## src/design/rrfp_pkg.sv

```systemverilog
`timescale 1ns / 1ps
// Shared types and constants for the RFID reply frame parser.
package rrfp_pkg;

  // Default window size in bytes
  localparam int WINDOW_DEPTH_DEF = 28;

  // Header byte values
  localparam logic [7:0] B0_TYPE_A  = 8'h04;
  localparam logic [7:0] B0_TYPE_B  = 8'h01;
  localparam logic [7:0] B0_TYPE_C  = 8'h03;
  localparam logic [7:0] LEN_8      = 8'd8;
  localparam logic [7:0] LEN_12     = 8'd12;
  localparam logic [7:0] LEN_22     = 8'd22;
  localparam logic [7:0] LEN_28     = 8'd28;
  localparam logic [7:0] B2_FOR_12  = 8'h02;
  localparam logic [7:0] B2_FOR_22  = 8'h03;
  localparam logic [7:0] B2_FOR_28  = 8'h04;
  localparam logic [7:0] B2_ALT_12  = 8'hA1;
  localparam logic [7:0] B3_MARK    = 8'h20;
  localparam logic [7:0] XOR_GOOD   = 8'hFF;

  // Commands from controller to datapath
  typedef struct packed {
    logic push;       // write received byte into the window
    logic clear;      // empty the window
    logic scan;       // advance the window scan
    logic emit_next;  // current ID taken by the receiver
  } dp_cmd_t;

  // Status from datapath to controller
  typedef struct packed {
    logic scan_done;  // scan ends this cycle
    logic have_ids;   // at least one ID recorded for this byte
    logic emit_last;  // ID on the output is the final one
  } dp_stat_t;

endpackage

```

## src/design/rrfp_ram.sv

```systemverilog
`timescale 1ns / 1ps
// Generic single-write, single-read RAM with registered read data.
module rrfp_ram #(
  parameter int WIDTH = 8,
  parameter int DEPTH = 28
) (
  input  logic                     clk,
  input  logic                     we,
  input  logic [$clog2(DEPTH)-1:0] waddr,
  input  logic [WIDTH-1:0]         wdata,
  input  logic [$clog2(DEPTH)-1:0] raddr,
  output logic [WIDTH-1:0]         rdata
);

  logic [WIDTH-1:0] mem [DEPTH];

  // Write port and registered read port
  always_ff @(posedge clk) begin
    if (we) begin
      mem[waddr] <= wdata;
    end
    rdata <= mem[raddr];
  end

endmodule

```

## src/design/rrfp_datapath.sv

```systemverilog
`timescale 1ns / 1ps
// Window buffer, header checks, checksum and ID capture for the frame parser.
module rrfp_datapath #(
  parameter int WINDOW_DEPTH = rrfp_pkg::WINDOW_DEPTH_DEF
) (
  input  logic               clk,
  input  logic               rst_n,
  input  rrfp_pkg::dp_cmd_t  cmd,
  output rrfp_pkg::dp_stat_t stat,
  input  logic [7:0]         in_byte,
  output logic [31:0]        out_id,
  output logic               out_last
);
  import rrfp_pkg::*;

  localparam int AW = $clog2(WINDOW_DEPTH);
  localparam int FW = $clog2(WINDOW_DEPTH + 1);
  localparam int SW = FW + 1;

  // Circular index: sum of two values below the depth wraps once at most
  function automatic logic [AW-1:0] wrap(input logic [SW-1:0] s);
    logic [SW-1:0] dep;
    dep = SW'(WINDOW_DEPTH);
    return (s >= dep) ? AW'(s - dep) : AW'(s);
  endfunction

  logic [AW-1:0] head_r;
  logic [FW-1:0] fill_r;
  logic [FW-1:0] rd_idx_r;
  logic          vld_r;
  logic [FW-1:0] pidx_r;
  logic [7:0]    b0_r;
  logic [7:0]    len_r;
  logic [7:0]    b4_r;
  logic [31:0]   id_r;
  logic [7:0]    xor_r;
  logic [31:0]   ids_r [2];
  logic [1:0]    cnt_r;
  logic          emit_k_r;

  logic [AW-1:0] waddr;
  logic [AW-1:0] raddr;
  logic [7:0]    d;
  logic          full;
  logic          issue;
  logic          pv;
  logic          at_hdr;
  logic          hdr_pass;
  logic          fail_hdr;
  logic          wait_ev;
  logic          at_end;
  logic [7:0]    xor_all;
  logic          good;
  logic          drop1;
  logic          event_any;
  logic [FW-1:0] n_drop;
  logic [FW-1:0] fill_after;
  logic          record;
  logic [1:0]    cnt_nxt;

  // Window storage
  rrfp_ram #(
    .WIDTH (8),
    .DEPTH (WINDOW_DEPTH)
  ) u_win (
    .clk   (clk),
    .we    (cmd.push),
    .waddr (waddr),
    .wdata (in_byte),
    .raddr (raddr),
    .rdata (d)
  );

  // Addresses: push goes after the last held byte, over the oldest when full
  assign full  = (fill_r == FW'(WINDOW_DEPTH));
  assign waddr = full ? head_r : wrap(SW'(head_r) + SW'(fill_r));
  assign raddr = wrap(SW'(head_r) + SW'(rd_idx_r));
  assign issue = (rd_idx_r < fill_r);

  // Header checks on the byte returned this cycle
  assign pv     = cmd.scan && vld_r;
  assign at_hdr = (pidx_r < FW'(4));

  always_comb begin
    case (pidx_r[1:0])
      2'd0: hdr_pass = (d == B0_TYPE_A) || (d == B0_TYPE_B) || (d == B0_TYPE_C);
      2'd1: hdr_pass = (d == LEN_8) || (d == LEN_12) ||
                       ((b0_r == B0_TYPE_A) && ((d == LEN_22) || (d == LEN_28)));
      2'd2: hdr_pass = (len_r == LEN_8) ||
                       ((b0_r == B0_TYPE_A) &&
                        (((len_r == LEN_12) && (d == B2_FOR_12)) ||
                         ((len_r == LEN_22) && (d == B2_FOR_22)) ||
                         ((len_r == LEN_28) && (d == B2_FOR_28)))) ||
                       ((b0_r == B0_TYPE_B) && (len_r == LEN_12) && (d == B2_ALT_12));
      2'd3: hdr_pass = (d == B3_MARK);
      default: hdr_pass = 1'b0;
    endcase
  end

  assign fail_hdr = pv && at_hdr && !hdr_pass;
  // Prefix consistent so far but not yet complete
  assign wait_ev  = pv && at_hdr && hdr_pass &&
                    (((pidx_r != FW'(3)) && ((pidx_r + FW'(1)) == fill_r)) ||
                     ((pidx_r == FW'(3)) && (8'(fill_r) < len_r)));

  // Frame end and checksum
  assign at_end  = pv && !at_hdr && (8'(pidx_r) == (len_r - 8'd1));
  assign xor_all = xor_r ^ d;
  assign good    = at_end && (xor_all == XOR_GOOD);
  assign drop1   = fail_hdr || (at_end && !good);

  assign event_any  = drop1 || good || wait_ev;
  assign n_drop     = good ? FW'(len_r) : FW'(1);
  assign fill_after = fill_r - n_drop;

  assign record  = good && (b4_r == 8'd0) && ((len_r == LEN_12) || (len_r == LEN_28)) &&
                   (cnt_r != 2'd2);
  assign cnt_nxt = record ? (cnt_r + 2'd1) : cnt_r;

  // Status
  assign stat.scan_done = wait_ev || ((drop1 || good) && (fill_after == '0));
  assign stat.have_ids  = (cnt_nxt != 2'd0);
  assign stat.emit_last = (cnt_r == ({1'b0, emit_k_r} + 2'd1));

  assign out_id   = ids_r[emit_k_r];
  assign out_last = stat.emit_last;

  // Control registers
  always_ff @(posedge clk) begin
    if (!rst_n) begin
      head_r   <= '0;
      fill_r   <= '0;
      rd_idx_r <= '0;
      vld_r    <= 1'b0;
      cnt_r    <= 2'd0;
      emit_k_r <= 1'b0;
    end else begin
      if (cmd.clear) begin
        fill_r <= '0;
      end
      if (cmd.push) begin
        if (full) begin
          head_r <= wrap(SW'(head_r) + SW'(1));
        end else begin
          fill_r <= fill_r + FW'(1);
        end
        rd_idx_r <= '0;
        vld_r    <= 1'b0;
        cnt_r    <= 2'd0;
        emit_k_r <= 1'b0;
      end
      if (cmd.scan) begin
        vld_r    <= issue && !event_any;
        rd_idx_r <= event_any ? '0 : (issue ? rd_idx_r + FW'(1) : rd_idx_r);
        if (drop1 || good) begin
          head_r <= wrap(SW'(head_r) + SW'(n_drop));
          fill_r <= fill_after;
        end
        cnt_r <= cnt_nxt;
      end
      if (cmd.emit_next) begin
        emit_k_r <= ~emit_k_r;
      end
    end
  end

  // Payload registers: header fields, checksum, ID bytes
  always_ff @(posedge clk) begin
    if (cmd.scan) begin
      pidx_r <= rd_idx_r;
    end
    if (pv) begin
      xor_r <= (pidx_r == '0) ? d : xor_all;
      if (pidx_r == FW'(0)) begin
        b0_r <= d;
      end
      if (pidx_r == FW'(1)) begin
        len_r <= d;
      end
      if (pidx_r == FW'(4)) begin
        b4_r <= d;
      end
      if ((pidx_r >= FW'(7)) && (pidx_r <= FW'(10))) begin
        id_r <= {id_r[23:0], d};
      end
    end
    if (record) begin
      ids_r[cnt_r[0]] <= id_r;
    end
  end

endmodule

```

## src/design/rrfp_ctrl.sv

```systemverilog
`timescale 1ns / 1ps
// Controller state machine for the frame parser: accept, scan, emit.
module rrfp_ctrl (
  input  logic               clk,
  input  logic               rst_n,
  input  logic               in_valid,
  input  logic               in_mode,
  output logic               in_ready,
  output logic               out_valid,
  input  logic               out_ready,
  output rrfp_pkg::dp_cmd_t  cmd,
  input  rrfp_pkg::dp_stat_t stat
);
  import rrfp_pkg::*;

  localparam logic [1:0] ST_IDLE = 2'd0;
  localparam logic [1:0] ST_SCAN = 2'd1;
  localparam logic [1:0] ST_EMIT = 2'd2;

  logic [1:0] state_r;
  logic [1:0] state_nxt;

  // Next state and commands
  always_comb begin
    state_nxt = state_r;
    cmd       = '0;
    in_ready  = 1'b0;
    out_valid = 1'b0;
    case (state_r)
      ST_IDLE: begin
        in_ready = 1'b1;
        if (in_valid) begin
          if (in_mode) begin
            cmd.clear = 1'b1;
          end else begin
            cmd.push  = 1'b1;
            state_nxt = ST_SCAN;
          end
        end
      end
      ST_SCAN: begin
        cmd.scan = 1'b1;
        if (stat.scan_done) begin
          state_nxt = stat.have_ids ? ST_EMIT : ST_IDLE;
        end
      end
      ST_EMIT: begin
        out_valid = 1'b1;
        if (out_ready) begin
          cmd.emit_next = 1'b1;
          if (stat.emit_last) begin
            state_nxt = ST_IDLE;
          end
        end
      end
      default: begin
        state_nxt = ST_IDLE;
      end
    endcase
  end

  // State register
  always_ff @(posedge clk) begin
    if (!rst_n) begin
      state_r <= ST_IDLE;
    end else begin
      state_r <= state_nxt;
    end
  end

endmodule

```

## src/design/rfid_reply_frame_parser.sv

```systemverilog
`timescale 1ns / 1ps
// Top level of the RFID reply frame parser.
//
// Input stream: one transaction per received reader byte. in_tuser = 0 pushes
// in_tdata into the frame window; in_tuser = 1 empties the window.
// Output stream: one transaction per tag ID found, out_tdata is the 32-bit ID
// taken big-endian from frame bytes 7 to 10; out_tlast marks the last ID
// produced by one input byte (at most two IDs per byte).
// Flow: a byte is taken, then the window is scanned through a single RAM
// read port, one byte per cycle. A failed frame candidate drops its first
// byte and the scan restarts at the new oldest byte; a good frame leaves
// the window as a whole. IDs then leave one per cycle while out_tready is
// high.
// One byte is in work at a time: in_tready is low from the push until the
// last ID of that byte has been taken.
// Reset: the window is empty and the block is ready; no clearing pass.
// Stall: a stalled output holds out_tvalid, data and last, and the block
// takes no new input until the IDs are delivered.
module rfid_reply_frame_parser #(
  parameter int WINDOW_DEPTH = rrfp_pkg::WINDOW_DEPTH_DEF
) (
  input  logic        clk,
  input  logic        rst_n,
  input  logic        in_tvalid,
  output logic        in_tready,
  input  logic [7:0]  in_tdata,   // [7:0] data_byte
  input  logic        in_tuser,   // [0] mode
  output logic        out_tvalid,
  input  logic        out_tready,
  output logic [31:0] out_tdata,  // [31:0] tag_id
  output logic        out_tlast
);
  import rrfp_pkg::*;

  dp_cmd_t  cmd;
  dp_stat_t stat;

  // Sequencer
  rrfp_ctrl u_ctrl (
    .clk       (clk),
    .rst_n     (rst_n),
    .in_valid  (in_tvalid),
    .in_mode   (in_tuser),
    .in_ready  (in_tready),
    .out_valid (out_tvalid),
    .out_ready (out_tready),
    .cmd       (cmd),
    .stat      (stat)
  );

  // Window, checks and ID buffer
  rrfp_datapath #(
    .WINDOW_DEPTH (WINDOW_DEPTH)
  ) u_dp (
    .clk      (clk),
    .rst_n    (rst_n),
    .cmd      (cmd),
    .stat     (stat),
    .in_byte  (in_tdata),
    .out_id   (out_tdata),
    .out_last (out_tlast)
  );

endmodule

```

## config.mk

```make
export PLATFORM = sky130hd
export DESIGN_NAME = rfid_reply_frame_parser
export DESIGN_NICKNAME = d
export VERILOG_FILES = /design/src/design/rrfp_pkg.sv /design/src/design/rrfp_ram.sv /design/src/design/rrfp_datapath.sv /design/src/design/rrfp_ctrl.sv /design/src/design/rfid_reply_frame_parser.sv
export SDC_FILE = /design/constraint.sdc
export NUM_CORES = 1
export LEC_CHECK = 0
export ABC_AREA = 0
export BUFFER_PORTS_ARGS = -buffer_cell sky130_fd_sc_hd__buf_4
export CORE_MARGIN = 2
export CORE_UTILIZATION = 25
export CTS_CLUSTER_DIAMETER = 80
export CTS_CLUSTER_SIZE = 16
export DETAILED_ROUTE_END_ITERATION = 8
export PLACE_DENSITY = 0.39
export SLEW_MARGIN = 20
export SYNTH_ARGS = -nofsm -noshare
export SYNTH_HDL_FRONTEND = slang
export SYNTH_SLANG_ARGS = --single-unit
```

## constraint.sdc

```tcl
create_clock -name clk -period 9.2 [get_ports clk]
set_clock_uncertainty 0.2 [all_clocks]
set_input_delay 0 -clock clk [delete_from_list [all_inputs] [get_ports clk]]
set_output_delay 0 -clock clk [all_outputs]
set_load 0.01 [all_outputs]
```

---- Word level (Yosys, flattened, before mapping) ----
Memory sizes are Yosys's and may differ from the RTL's. A register that Yosys moved wholly into a read port is not among the register bits.
Cells that the tools add are included.
storage, ports and cells
  memories ................................ 2
  output and inout bits ................... 35
  bits in registers ....................... 90
  bits in writable memories ............... 288
  word-level logic and storage cells ...... 184
  input port bits ......................... 13
cells by class
  equality and inequality tests ........... 37
  order comparisons ....................... 9
  reductions and logical operators ........ 57
  mux-type cells .......................... 49
  bitwise gates (word level) .............. 2
  $add $sub $neg .......................... 15
memory list
  name            depth  width  rd ports  clocked after memory_dff  wr ports  line                 RTL
  u_dp.u_win.mem  28     8      1         1                         1         rrfp_ram.sv:15       logic [WIDTH-1:0] mem [DEPTH];
  u_dp.ids_r      2      32     1         1                         1         rrfp_datapath.sv:37  logic [31:0] ids_r [2];
operators with widths
  operator               count
  $mux W5                19
  $eq A8 B4 Y1 const B   4
  $eq A8 B5 Y1 const B   4
  $ge A6 B5 Y1 const B   4
  $logic_and A1 B1 Y1    24
  $mux W2                11
  $sub A5 B5 Y5 const B  4
  $add A5 B5 Y6          3
  $eq A8 B1 Y1 const B   2
  $eq A8 B2 Y1 const B   2
  $eq A8 B3 Y1 const B   2
  $eq A8 B8 Y1 const B   2
  $mux W1                16
  $add A5 B1 Y5 const B  3
  $logic_or A1 B1 Y1     15
  $ne A2 B2 Y1 const B   6
  $logic_not A5 Y1       2
  $reduce_and A2 Y1      5
  $eq A5 B8 Y1           1
  $eq A8 B6 Y1 const B   1
  $logic_not A8 Y1       1
  $lt A5 B8 Y1           1
  $mux W8                1
  $sub A8 B1 Y8 const B  1
  26 further kinds       35

---- Longest topological paths before layout ----
Gate-level depths: netlist of run 1.
  word-level depth ........................ 16
  gate-level depth with buffers ........... 19
  gate-level depth less buffers ........... 18

---- Modules after synthesis ----
A second synthesis of run 1 with hierarchy kept.
second synthesis, totals
  cell total of the unflattened synthesis .. 1106
  area total of the unflattened synthesis .. 16898.7 µm²
modules (own cells, without submodules)
  module         area an instance (µm²)  instances  sequential area each (µm²)  cells an instance
  rrfp_ram       9052.4                  1          6886.6                      476
  rrfp_datapath  7699.9                  1          4394.2                      613
  rrfp_ctrl      146.4                   1          40.0                        17

---- Worst setup path after synthesis of run 1 ----
Ideal clock, no wire load.
  path kind ............................... reg2reg
  start point ............................. register u_dp.len_r[0]
  end point ............................... register u_dp.head_r[3]
  path buffers ............................ 1
  cell stages (with the launch flop) ...... 18
  slack ................................... 5013 ps
  library setup time ...................... 116 ps
  period minus slack after synthesis ...... 4187 ps
  data arrival time ....................... 3870 ps
  data required time ...................... 8884 ps
  cells stage by stage .................... edfxtp_1 > inv_1 > ha_1 > buf_2 > or3b_1 > a21oi_1 > a21oi_1 > or3_1 > nor2_1 > nand2_1 > ha_1 > fa_1 > a21o_1 > a21oi_1 > xnor2_1 > a21oi_1 > mux2_2 > o211a_1
on the way
  cells in the longest elaborated chain, start to end .. 14
  elaborated cells on any way between the ends .. 32
  those cells by class .................... add/sub (3); order compare (1); eq/ne (5); mux (5); reduce/logical (18)
RTL lines
  item                                                                    line                  RTL
  start: declaration                                                      rrfp_datapath.sv:33   logic [7:0] len_r;
  start signal: assignment                                                rrfp_datapath.sv:178  len_r <= d;
  parallel branches: the longest is 12 deep, another holds $sub A8 B1 Y8  n/a
  $mux W5 (*)                                                             rrfp_datapath.sv:155  if (drop1 || good) begin
  $mux W5 (*)                                                             rrfp_datapath.sv:152  if (cmd.scan) begin
  end signal: assignment                                                  rrfp_datapath.sv:143  head_r <= wrap(SW'(head_r) + SW'(1));
  end signal: assignment                                                  rrfp_datapath.sv:156  head_r <= wrap(SW'(head_r) + SW'(n_drop));
  end: declaration                                                        rrfp_datapath.sv:27   logic [AW-1:0] head_r;
Mark *: on every way between the ends.
A chain may end at the register's enable or synchronous reset.

---- Worst setup path in the final report of run 1 ----
  start point ............................. register u_dp.head_r[0]
  end point ............................... register u_dp.u_win.rdata[7] (read register of u_dp.u_win.mem)
on the way
  cells in the longest elaborated chain, start to end .. 3
  elaborated cells on any way between the ends .. 4
  those cells by class .................... add/sub (2); order compare (1); mux (1)
RTL lines
  item                                                  line                 RTL
  $add A5 B5 Y6 (*)                                     rrfp_datapath.sv:77  assign raddr = wrap(SW'(head_r) + SW'(rd_idx_r));
  $sub A5 B5 Y5 / $ge A6 B5 Y1 (equally long branches)  rrfp_datapath.sv:24  return (s >= dep) ? AW'(s - dep) : AW'(s);
  $mux W5 (*)                                           rrfp_datapath.sv:24
  end: declaration                                      rrfp_ram.sv:12       output logic [WIDTH-1:0] rdata
Mark *: on every way between the ends. The rest lies on a longest branch, timed or not.

==> out/metrics.cfg, run 1 <==
[status]
status = finished, final reports clean

[clocking]
cts.sinks = 387
ctsHoldBuffers = 12
root_buffer = clkbuf_16
cts_htree_levels = 2
cts_buffer_depth = 3
numCtsBuffers = 35
clk_pin_slew_ns = 0.07
clk_latency_ns = 0.55
cts_tree = done
ctsResizeCount = 0
post_cts_buffers = 0

[logic_synthesis]
synth_top_cell_by_area = edfxtp_1
synthCells = 1070
synth_top_area_share = 0.637
synthesis.area_um2 = 16800
synth.most_common_cell = edfxtp_1
synth_top_flop_cell = edfxtp_1
synth_edf_count = 357
synth_nets = 1131
ys_types = 69
synthArstFlopShare = 0
yosysWarnings = 0
synth_seq_cells = 387
synthTopCellsByArea = edfxtp_1 (64%), mux4_2 (7.5%), dfxtp_1 (3.6%)
yosysSeqAreaShare = 0.673
ys_top_cells_by_count = edfxtp_1 (357), nand2_1 (89), mux4_2 (56), ha_1 (44), nor3_1 (41)
avgSynthCellArea_um2 = 15.7

[sta]
period_share = 0.524
rsz0062_at_grt = no
fin_setup_tns_ns = 0
slew_headroom = 0.225
hold_violations = 0
worst_pin_slew_ns = 1.15
max_freq_mhz = 207
min_period_ns = 4.82
layout_setup_ws_ns = 4.38
final_max_slew_viol_count = 0
setup_viol = 0

[grt]
grt_max_degree = 57
grt_usage = 0.119
grt_first_pass_wirelength_um = 62700
grt_pass1_vias = 9669
antenna_found_initial = 0
gr-total-overflow = 0

[route]
first_pass_iters = 5
drc_errors = 0
drt_iter0_drc = 645
postRouteAntennaNets = 0
finalWirelength_um = 41200
post_drt_wl_per_cell_um = 20.1
vias_per_cell = 4.57
dr_total_vias = 9347

[critical_path]
crit_type = register to register
crit_required_ns = 9.40
cp.arrival_ns = 5.02
critPathLaunchType = register
cp_max_fo = 15
worst_setup_path_end_kind = register

[floorplan]
initial_core_util = 0.251
coreArea_um2 = 66900
die-area_um2 = 69400
io_pins = 48
dieWidth_um = 263
rows = 95
die_h_um = 263

[finish]
fin_nets = 1216
finalNonFillerCells = 2046
syn2layout_area_growth_pct = 16.2
drive_gt1_frac = 0.204

[worst_hold_path]
hold_path.class = primary input to register

[pwr]
power.density_nw_per_um2 = 178
p_leak_nw = 6.46
peakVddDrop_v = 0.000109

[place]
gp_congestion = 0.832
dpl_worst_slack_ns = 4.39
place.port_buffers = 47
post-dp-hpwl_um = 26700
dp_cells = 1979

[run]
cap_violations = 0

## registers in the layout (all words and copies together), names as in the netlist, 2 cells and up, named ones only
name and flops:
u_dp.b0_r 8, u_dp.head_r 5, u_dp.id_r 32, u_dp.ids_r 64, u_dp.b4_r 8, u_dp.pidx_r 5, u_dp.u_win.mem 224, u_dp.cnt_r 2
u_dp.fill_r 5, u_dp.rd_idx_r 5, u_dp.xor_r 8, u_ctrl.state_r 2, u_dp.len_r 8, u_dp.u_win.rdata 8
## cell usage in the layout (no fill, tap or decap), types with 14 or more instances in the layout
| master | n |
|---|---|
| ha_1 | 41 |
| buf_4 | 82 |
| nor2_1 | 29 |
| dfxtp_1 | 30 |
| mux2_2 | 35 |
| edfxtp_1 | 357 |
| mux4_2 | 56 |
| inv_1 | 27 |
| nand2_1 | 89 |
| a21oi_1 | 31 |
| xnor2_1 | 38 |
| a21o_1 | 14 |
| nor3_1 | 37 |
| clkbuf_16 | 35 |
| o21ai_0 | 31 |
| and3_1 | 20 |
| nand3_1 | 16 |
## through the flow
step | cell area [um2] | power, mW | util | hold slack (ns)
finish | 19600 | 3.48 | 0.292 | 0.148
global placement | 18400 | 2.09 | 0.275 | 0.120
detailed placement | 18400 | 2.09 | 0.275 | 0.120
floorplan | 16800 | 2.03 | - | -0.101
CTS | 19600 | 3.54 | 0.292 | 0.137
global route | 19600 | 3.61 | 0.292 | 0.148
## report_power, final
part	total, mW	leakage, nW	internal, mW	switching, mW
sequential	1.94	3.46	1.92	0.0161
clock	1.43	0.504	0.746	0.683
combinational	0.112	2.50	0.0427	0.0696
## critical path: stages, from the launching register on
cell and delay (ns):
dfxtp_1 0.44, ha_4 0.24, fa_2 0.34, xnor2_1 0.74, inv_1 0.39, ha_1 0.37
nor2b_1 0.16, mux2i_1 0.18, nand2_1 0.27, xnor2_1 0.84, a211oi_1 0.23, o32ai_1 0.29
## cells by family (layout without fill, tap and decap cells)
| kind of cell | after synthesis | after routing | share of synthesized area |
|---|---|---|---|
| XOR/XNOR | 50 | 50 | 0.0260 |
| adder cells (fa/ha/maj) | 48 | 48 | 0.0375 |
| buffers and inverters | 73 | 175 | 0.0191 |
| other | 0 | 1 | 0 |
| flip-flops | 387 | 387 | 0.673 |
| AND/OR/NAND/NOR | 260 | 260 | 0.0788 |
| multiplexers | 100 | 100 | 0.104 |
| AO/OA/AOI/OAI | 152 | 152 | 0.0622 |
## path summary, 6_finish.rpt
check / from / endpoint / slack, ns / depth (start not counted)
max: u_dp.head_r[0] / u_dp.u_win.rdata[7] / 4.38 / 11
min: rst_n / u_dp.head_r[4] / 0.15 / 3
max reg2reg: u_dp.head_r[0] / u_dp.u_win.rdata[7] / 4.38 / 11
min reg2reg: u_dp.id_r[26] / u_dp.ids_r[1][26] / 0.25 / 0
## metal layers
| metal | GRT usage | share of wire | vias to the layer above |
|---|---|---|---|
| li1 | - | - | 4376 |
| met2 | 0.195 | 0.47 | 153 |
| met4 | 0.0310 | 0.019 | 0 |
| met1 | 0.162 | 0.47 | 4764 |
| met3 | 0.0211 | 0.039 | 54 |
| met5 | 0 | 0 | - |
## final cells by class
class                           count  area (um2)
Timing Repair Buffer               94         736
Tap cell                          873        1090
Antenna cell                        1        2.50
Multi-Input combinational cell    610        5250
Fill cell                        6678       47400
Clock buffer                       43         906
Inverter                           27         101
Sequential cell                   387       11300
Clock inverter                     11         150
(Power assumes the default switching activity.)
==> inputs of run 2 (changes only) <==
--- a/config.mk
+++ b/config.mk
@@ -12,7 +12,7 @@
 export CTS_CLUSTER_DIAMETER = 80
 export CTS_CLUSTER_SIZE = 16
 export DETAILED_ROUTE_END_ITERATION = 8
-export PLACE_DENSITY = 0.39
+export PLACE_DENSITY = 0.4
 export SLEW_MARGIN = 20
 export SYNTH_ARGS = -nofsm -noshare
 export SYNTH_HDL_FRONTEND = slang
==> constraint.sdc (replaced) <==
create_clock -name clk -period 4.4 [get_ports clk]
set_clock_uncertainty 0.2 [all_clocks]
set_input_delay 0 -clock clk [delete_from_list [all_inputs] [get_ports clk]]
set_output_delay 0 -clock clk [all_outputs]
set_load 0.01 [all_outputs]
==> run 2 against run 1 <==
Cell count is 2.2% higher. Sequential share of layout area is 0.68 points lower. Hold slack worse by 0.038 ns. Power is 100% higher. Fmax is 16% higher. Critical path depth is 5 higher. Final area is 1.2% higher. Global-route usage is 0.15 points lower. Critical path type unchanged. Critical endpoint is now u_dp.head_r[3]. Highest routed layer unchanged.
==> out/metrics.cfg, run 2 (same netlist as run 1, synthesis figures left out) <==
[run]
cap_violations = 0  ; unchanged

[sta]
setup_viol = 0  ; unchanged
fin_setup_tns_ns = 0  ; unchanged
period_share = 0.943  ; was 0.524
rsz0062_at_grt = no  ; unchanged
worst_pin_slew_ns = 0.866  ; was 1.15 ns
max_freq_mhz = 241  ; was 207 MHz
fin_hold_ws_ns = 0.110  ; was 0.148 ns
min_period_ns = 4.15  ; was 4.82 ns
final_max_slew_viol_count = 0  ; unchanged
slew_headroom = 0.423  ; was 0.225
hold_violations = 0  ; unchanged

[critical_path]
cp_slowest_stage_delay_ns = 0.41  ; was 0.84 ns
cp.arrival_ns = 4.42  ; was 5.02 ns
timing.rr.end = u_dp.head_r[3]  ; was u_dp.u_win.rdata[7]
critPathLaunchType = register  ; unchanged
crit_path_cell_trace = inv_1 -> ha_1 -> xnor2_1 -> nor4_2 -> o311ai_1 -> or3_1 -> nor2_4 -> nand2_1 -> ha_1 -> fa_1 -> a21o_1 -> a21oi_2 -> xnor2_1 -> a21oi_2 -> mux2_2 -> o211a_1  ; was ha_4 -> fa_2 -> xnor2_1 -> inv_1 -> ha_1 -> nor2b_1 -> mux2i_1 -> nand2_1 -> xnor2_1 -> a211oi_1 -> o32ai_1
rr_startpoint = u_dp.len_r[0]  ; was u_dp.head_r[0]
startpoint = u_dp.len_r[0]  ; was u_dp.head_r[0]
crit_type = register to register  ; unchanged
slowest_stage = edfxtp_1  ; was xnor2_1
worst_setup_path_end_kind = register  ; unchanged
reg2regPathDepth = 16  ; was 11
cp_max_fo = 4  ; was 15
crit_required_ns = 4.67  ; was 9.40 ns
reg2reg_slack_ns = 0.25  ; was 4.38 ns

[floorplan]
initial_core_util = 0.251  ; unchanged
dieWidth_um = 263  ; unchanged
coreArea_um2 = 66900  ; unchanged
io_pins = 48  ; unchanged
die-area_um2 = 69400  ; unchanged
die_h_um = 263  ; unchanged
rows = 95  ; unchanged

[finish]
drive_gt1_frac = 0.226  ; was 0.204
finalNonFillerCells = 2092  ; was 2,046
top_register = u_dp.u_win.mem  ; unchanged
syn2layout_area_growth_pct = 17.6  ; was 16.2%
mostFrequentLayoutCell = edfxtp_1  ; unchanged
fin_util = 0.296  ; was 0.292
layout_common_cells = edfxtp_1 (357), buf_4 (123), nand2_1 (89), mux4_2 (56), ha_1 (41)  ; was edfxtp_1 (357), nand2_1 (89), buf_4 (82), mux4_2 (56), ha_1 (41)
largest_reg_flops = 224  ; unchanged
fin_nets = 1255  ; was 1,216
antennaDiodeCount = 0  ; was 1

[pwr]
p_sw_frac = 0.215  ; was 0.221
p_sw_mw = 1.51  ; was 0.769 mW
clock_power_share = 0.388  ; was 0.411
p_leak_nw = 6.64  ; was 6.46 nW
pwr-share-comb = 0.038  ; was 0.032
p_int_mw = 5.51  ; was 2.71 mW
power.density_nw_per_um2 = 355  ; was 178 nW/um2
total_power_mw = 7.03  ; was 3.48 mW
peakVddDrop_v = 0.000287  ; was 0.000109 V
seq_power_share = 0.574  ; was 0.557

[place]
gp_congestion = 0.794  ; was 0.832
place.port_buffers = 47  ; unchanged
dp_cells = 2021  ; was 1,979
post-dp-hpwl_um = 26500  ; was 26,700 um

[status]
status = finished, final reports clean  ; unchanged

[grt]
grt_first_pass_wirelength_um = 62400  ; was 62,700 um
grt_max_degree = 33  ; was 57
gr-total-overflow = 0  ; unchanged
grt_usage = 0.117  ; was 0.119
antenna_found_initial = 0  ; unchanged
grt_pass1_vias = 9724  ; was 9,669

[route]
dr_total_vias = 9421  ; was 9,347
postRouteAntennaNets = 0  ; unchanged
drc_errors = 0  ; unchanged
drt_iter0_drc = 597  ; was 645
post_drt_wl_per_cell_um = 19.4  ; was 20.1 um
vias_per_cell = 4.50  ; was 4.57
finalWirelength_um = 40600  ; was 41,200 um
first_pass_iters = 5  ; unchanged

[clocking]
cts_buffer_depth = 3  ; unchanged
post_cts_buffers = 0  ; unchanged
numCtsBuffers = 31  ; was 35
clk_latency_ns = 0.60  ; was 0.55 ns
cts.sinks = 387  ; unchanged
cts_htree_levels = 1  ; was 2
root_buffer = clkbuf_16  ; unchanged
clk_pin_slew_ns = 0.07  ; about the same
cts_tree = done  ; unchanged

[worst_hold_path]
hold_path.class = primary input to register  ; unchanged
min_from = rst_n  ; unchanged
hold-path-cell-count = 3  ; unchanged
hold_path_end = u_ctrl.state_r[1]  ; was u_dp.head_r[4]

## run 2: routing by layer
layer,part of all wire,vias to the layer above,global-route usage,wire length [um]
met4,0.020,0,0.0264,825
met3,0.027,59,0.0150,1110
met5,0,-,0,0
li1,-,4448,-,-
met2,0.48,154,0.197,19600
met1,0.47,4760,0.162,19100
## run 2: worst max path at each step
stage                           to  slack (ns)
floorplan           u_dp.head_r[3]        0.21
global placement    u_dp.head_r[3]        0.04
detailed placement  u_dp.head_r[3]        0.05
CTS                 u_dp.head_r[3]        0.01
global route        u_dp.head_r[3]       0.004
finish              u_dp.head_r[3]        0.25
## run 2: power groups by stage
| stage | clock [mW] | sequential (mW) | combinational [mW] |
|---|---|---|---|
| 3_3_place_gp | 0 | 4.11 | 0.266 |
| 3_5_place_dp | 0 | 4.11 | 0.267 |
| 6_report | 2.73 | 4.03 | 0.270 |
| 5_1_grt | 2.98 | 4.03 | 0.296 |
| 2_1_floorplan | 0 | 4.11 | 0.136 |
| 4_1_cts | 2.83 | 4.03 | 0.277 |
## run 2: final cells by class
cell class                 instances  area [um2]
tap                              873        1090
clock buffer                      50         847
fill                            6692       47100
multi-input combinational        610        5250
inverter                          27         101
timing repair buffer             137        1070
clock inverter                     8         109
sequential                       387       11300
## run 2: worst max-delay path, delay by kind of cell, from the launching register on
family                     cells  cell delay, ns
and+or+nand+nor                4            0.89
AOI/OAI and AO/OA              5            0.92
buffers and inverters          1            0.08
muxes                          1            0.35
DFF                            1            0.41
xor gates and xnor gates       2            0.25
adders and majority gates      3            0.95
## run 2: stage by stage
stage          area (um2)  setup WS, ns
2_1_floorplan       16800         0.213
3_3_place_gp        18700        0.0389
3_5_place_dp        18700        0.0504
4_1_cts             19800        0.0112
5_1_grt             19800       0.00396
6_report            19800         0.249
## run 2: repair_timing
item | in CTS | in global routing
hold endpoints to repair | 242 | 0
gates resized for setup | 0 | 6
hold buffers | 13 | 0
endpoints found under the setup margin | 0 | 3
==> inputs of run 3 (changes only) <==
--- a/config.mk
+++ b/config.mk
@@ -7,12 +7,14 @@
 export LEC_CHECK = 0
 export ABC_AREA = 0
 export BUFFER_PORTS_ARGS = -buffer_cell sky130_fd_sc_hd__buf_4
+export CELL_PAD_IN_SITES_DETAIL_PLACEMENT = 0
+export CELL_PAD_IN_SITES_GLOBAL_PLACEMENT = 1
 export CORE_MARGIN = 2
 export CORE_UTILIZATION = 25
 export CTS_CLUSTER_DIAMETER = 80
 export CTS_CLUSTER_SIZE = 16
 export DETAILED_ROUTE_END_ITERATION = 8
-export PLACE_DENSITY = 0.4
+export PLACE_DENSITY = 0.45
 export SLEW_MARGIN = 20
 export SYNTH_ARGS = -nofsm -noshare
 export SYNTH_HDL_FRONTEND = slang
==> run 3 against run 2 <==
Largest cell class unchanged. Hold slack gained 0.00051 ns. Combinational power grew 2%. Non-clock buffer count increased by 8. First-iteration DRC count grew 8.2%.
==> out/metrics.cfg, run 3 (same netlist as run 1, synthesis figures left out) <==
[clocking]
clk_pin_slew_ns = 0.07  ; about the same
clk_latency_ns = 0.59  ; was 0.60 ns
numCtsBuffers = 31  ; unchanged
root_buffer = clkbuf_16  ; unchanged
post_cts_buffers = 0  ; unchanged
cts.sinks = 387  ; unchanged
cts_htree_levels = 1  ; unchanged
cts_tree = done  ; unchanged
cts_buffer_depth = 3  ; unchanged

[route]
vias_per_cell = 4.50  ; about the same
drc_errors = 0  ; unchanged
finalWirelength_um = 42000  ; was 40,600 um
first_pass_iters = 4  ; was 5
top_layer_used = met4  ; unchanged
wl_met2_um = 20300  ; was 19,600 um
postRouteAntennaNets = 0  ; unchanged
dr_total_vias = 9460  ; was 9,421
wl_met1_um = 19500  ; was 19,100 um
post_drt_wl_per_cell_um = 20.0  ; was 19.4 um
drt_iter0_drc = 646  ; was 597
wl_met3_um = 1300  ; was 1110 um

[sta]
fin_setup_tns_ns = 0  ; unchanged
setup_viol = 0  ; unchanged
hold_violations = 0  ; unchanged
worst_pin_slew_ns = 0.828  ; was 0.866 ns
final_max_slew_viol_count = 0  ; unchanged
slew_headroom = 0.446  ; was 0.423
max_freq_mhz = 247  ; was 241 MHz
period_share = 0.920  ; was 0.943
rsz0062_at_grt = no  ; unchanged
min_period_ns = 4.05  ; was 4.15 ns
fin_hold_ws_ns = 0.110  ; about the same

[floorplan]
coreArea_um2 = 66900  ; unchanged
rows = 95  ; unchanged
io_pins = 48  ; unchanged
die_h_um = 263  ; unchanged
die-area_um2 = 69400  ; unchanged
initial_core_util = 0.251  ; unchanged
dieWidth_um = 263  ; unchanged

[run]
cap_violations = 0  ; unchanged

[critical_path]
cp.arrival_ns = 4.32  ; was 4.42 ns
crit_path_cell_trace = inv_1 -> ha_1 -> buf_4 -> nand2_1 -> o31ai_1 -> o31ai_1 -> or3_1 -> nor2_2 -> nand2_1 -> ha_1 -> fa_1 -> a21o_1 -> a21oi_2 -> xnor2_1 -> a21oi_2 -> mux2_2 -> o211a_1  ; was inv_1 -> ha_1 -> xnor2_1 -> nor4_2 -> o311ai_1 -> or3_1 -> nor2_4 -> nand2_1 -> ha_1 -> fa_1 -> a21o_1 -> a21oi_2 -> xnor2_1 -> a21oi_2 -> mux2_2 -> o211a_1
cp_num_buf_inv = 2  ; was 1
crit_required_ns = 4.68  ; was 4.67 ns
crit_type = register to register  ; unchanged
timing.rr.end = u_dp.head_r[3]  ; unchanged
slowest_stage = or3_1  ; was edfxtp_1
cp_max_fo = 8  ; was 4
reg2regPathDepth = 17  ; was 16
cp_slowest_stage_delay_ns = 0.43  ; was 0.41 ns
crit_family = compound AO/OA/AOI/OAI gates  ; was adder cells
worst_setup_path_end_kind = register  ; unchanged
reg2reg_slack_ns = 0.35  ; was 0.25 ns
rr_startpoint = u_dp.len_r[0]  ; unchanged
critPathLaunchType = register  ; unchanged

[grt]
grt_pass1_vias = 9871  ; was 9,724
grt_usage = 0.120  ; was 0.117
gr-total-overflow = 0  ; unchanged
antenna_found_initial = 0  ; unchanged
grt_first_pass_wirelength_um = 63700  ; was 62,400 um
grt_max_degree = 49  ; was 33

[place]
gp_congestion = 0.769  ; was 0.794
place.port_buffers = 47  ; unchanged
dp_cells = 2029  ; was 2,021
post-dp-hpwl_um = 27500  ; was 26,500 um

[pwr]
total_power_mw = 7.02  ; was 7.03 mW
peakVddDrop_v = 0.000319  ; was 0.000287 V
p_leak_nw = 6.67  ; was 6.64 nW
power.density_nw_per_um2 = 354  ; was 355 nW/um2

[worst_hold_path]
min_from = out_tready  ; was rst_n
hold-path-cell-count = 5  ; was 3
hold_path.class = primary input to register  ; unchanged
hold_path_end = u_dp.emit_k_r  ; was u_ctrl.state_r[1]

[finish]
largest_reg_flops = 224  ; unchanged
fin_nets = 1263  ; was 1,255
regArea_um2 = 11300  ; about the same
top_register = u_dp.u_win.mem  ; unchanged
fillers = 6670  ; was 6,692
drive_gt1_frac = 0.230  ; was 0.226
mostFrequentLayoutCell = edfxtp_1  ; unchanged
antennaDiodeCount = 0  ; unchanged
multi_input_area_um2 = 5250  ; about the same
layout_common_cells = edfxtp_1 (357), buf_4 (131), nand2_1 (89), mux4_2 (56), ha_1 (41)  ; was edfxtp_1 (357), buf_4 (123), nand2_1 (89), mux4_2 (56), ha_1 (41)
finalNonFillerCells = 2100  ; was 2,092
syn2layout_area_growth_pct = 17.9  ; was 17.6%

[status]
status = finished, final reports clean  ; unchanged

## run 3: metrics by stage
stage / cell area, um2 / utilization / worst slack [ns]
3_3_place_gp: 18800 / 0.280 / 0.113
6_report: 19800 / 0.297 / 0.354
5_1_grt: 19800 / 0.297 / 0.0247
2_1_floorplan: 16800 / - / 0.213
4_1_cts: 19800 / 0.296 / 0.113
3_5_place_dp: 18800 / 0.280 / 0.161
## run 3: layout make-up
cell class              instances  share of cell area
flip-flops and latches        387               0.571
multi-input cells             610               0.264
repair buffers                145              0.0571
well taps                     873              0.0550
clock buffers                  51              0.0434
inverters                      27             0.00511
clock inverters                 7             0.00435
## run 3: per-layer routing
layer,track usage,vias up
li1,-,4468
met3,0.0184,52
met2,0.205,123
met5,0,-
met1,0.161,4817
met4,0.0275,0
## run 3: worst max-delay path by stage
stage / start / endpoint / cells after the start
6_report: u_dp.len_r[0] / u_dp.head_r[3] / 17
5_1_grt: u_dp.len_r[1] / u_dp.head_r[3] / 17
4_1_cts: u_dp.len_r[0] / u_dp.head_r[3] / 16
3_5_place_dp: u_dp.len_r[0] / u_dp.head_r[3] / 16
3_3_place_gp: u_dp.len_r[0] / u_dp.head_r[3] / 16
2_1_floorplan: u_dp.len_r[0] / u_dp.head_r[3] / 17
## run 3: where the power goes
part,switching (mW),internal [mW]
Clock,1.35,1.36
Combinational,0.175,0.0991
Sequential,0.0143,4.01
## run 3: repair_timing
action	4_1_cts	5_1_grt
hold endpoints to repair	241	0
setup endpoints to repair	0	3
hold buffers	13	0
gates resized for setup	0	4
## run 3: worst reg2reg max path, stage by stage (launching register included)
cell and delay, ns:
edfxtp_1 0.41, inv_1 0.10, ha_1 0.19, buf_4 0.16, nand2_1 0.06, o31ai_1 0.18, o31ai_1 0.14, or3_1 0.43
nor2_2 0.17, nand2_1 0.10, ha_1 0.22, fa_1 0.41, a21o_1 0.19, a21oi_2 0.18, xnor2_1 0.10, a21oi_2 0.18
mux2_2 0.35, o211a_1 0.19
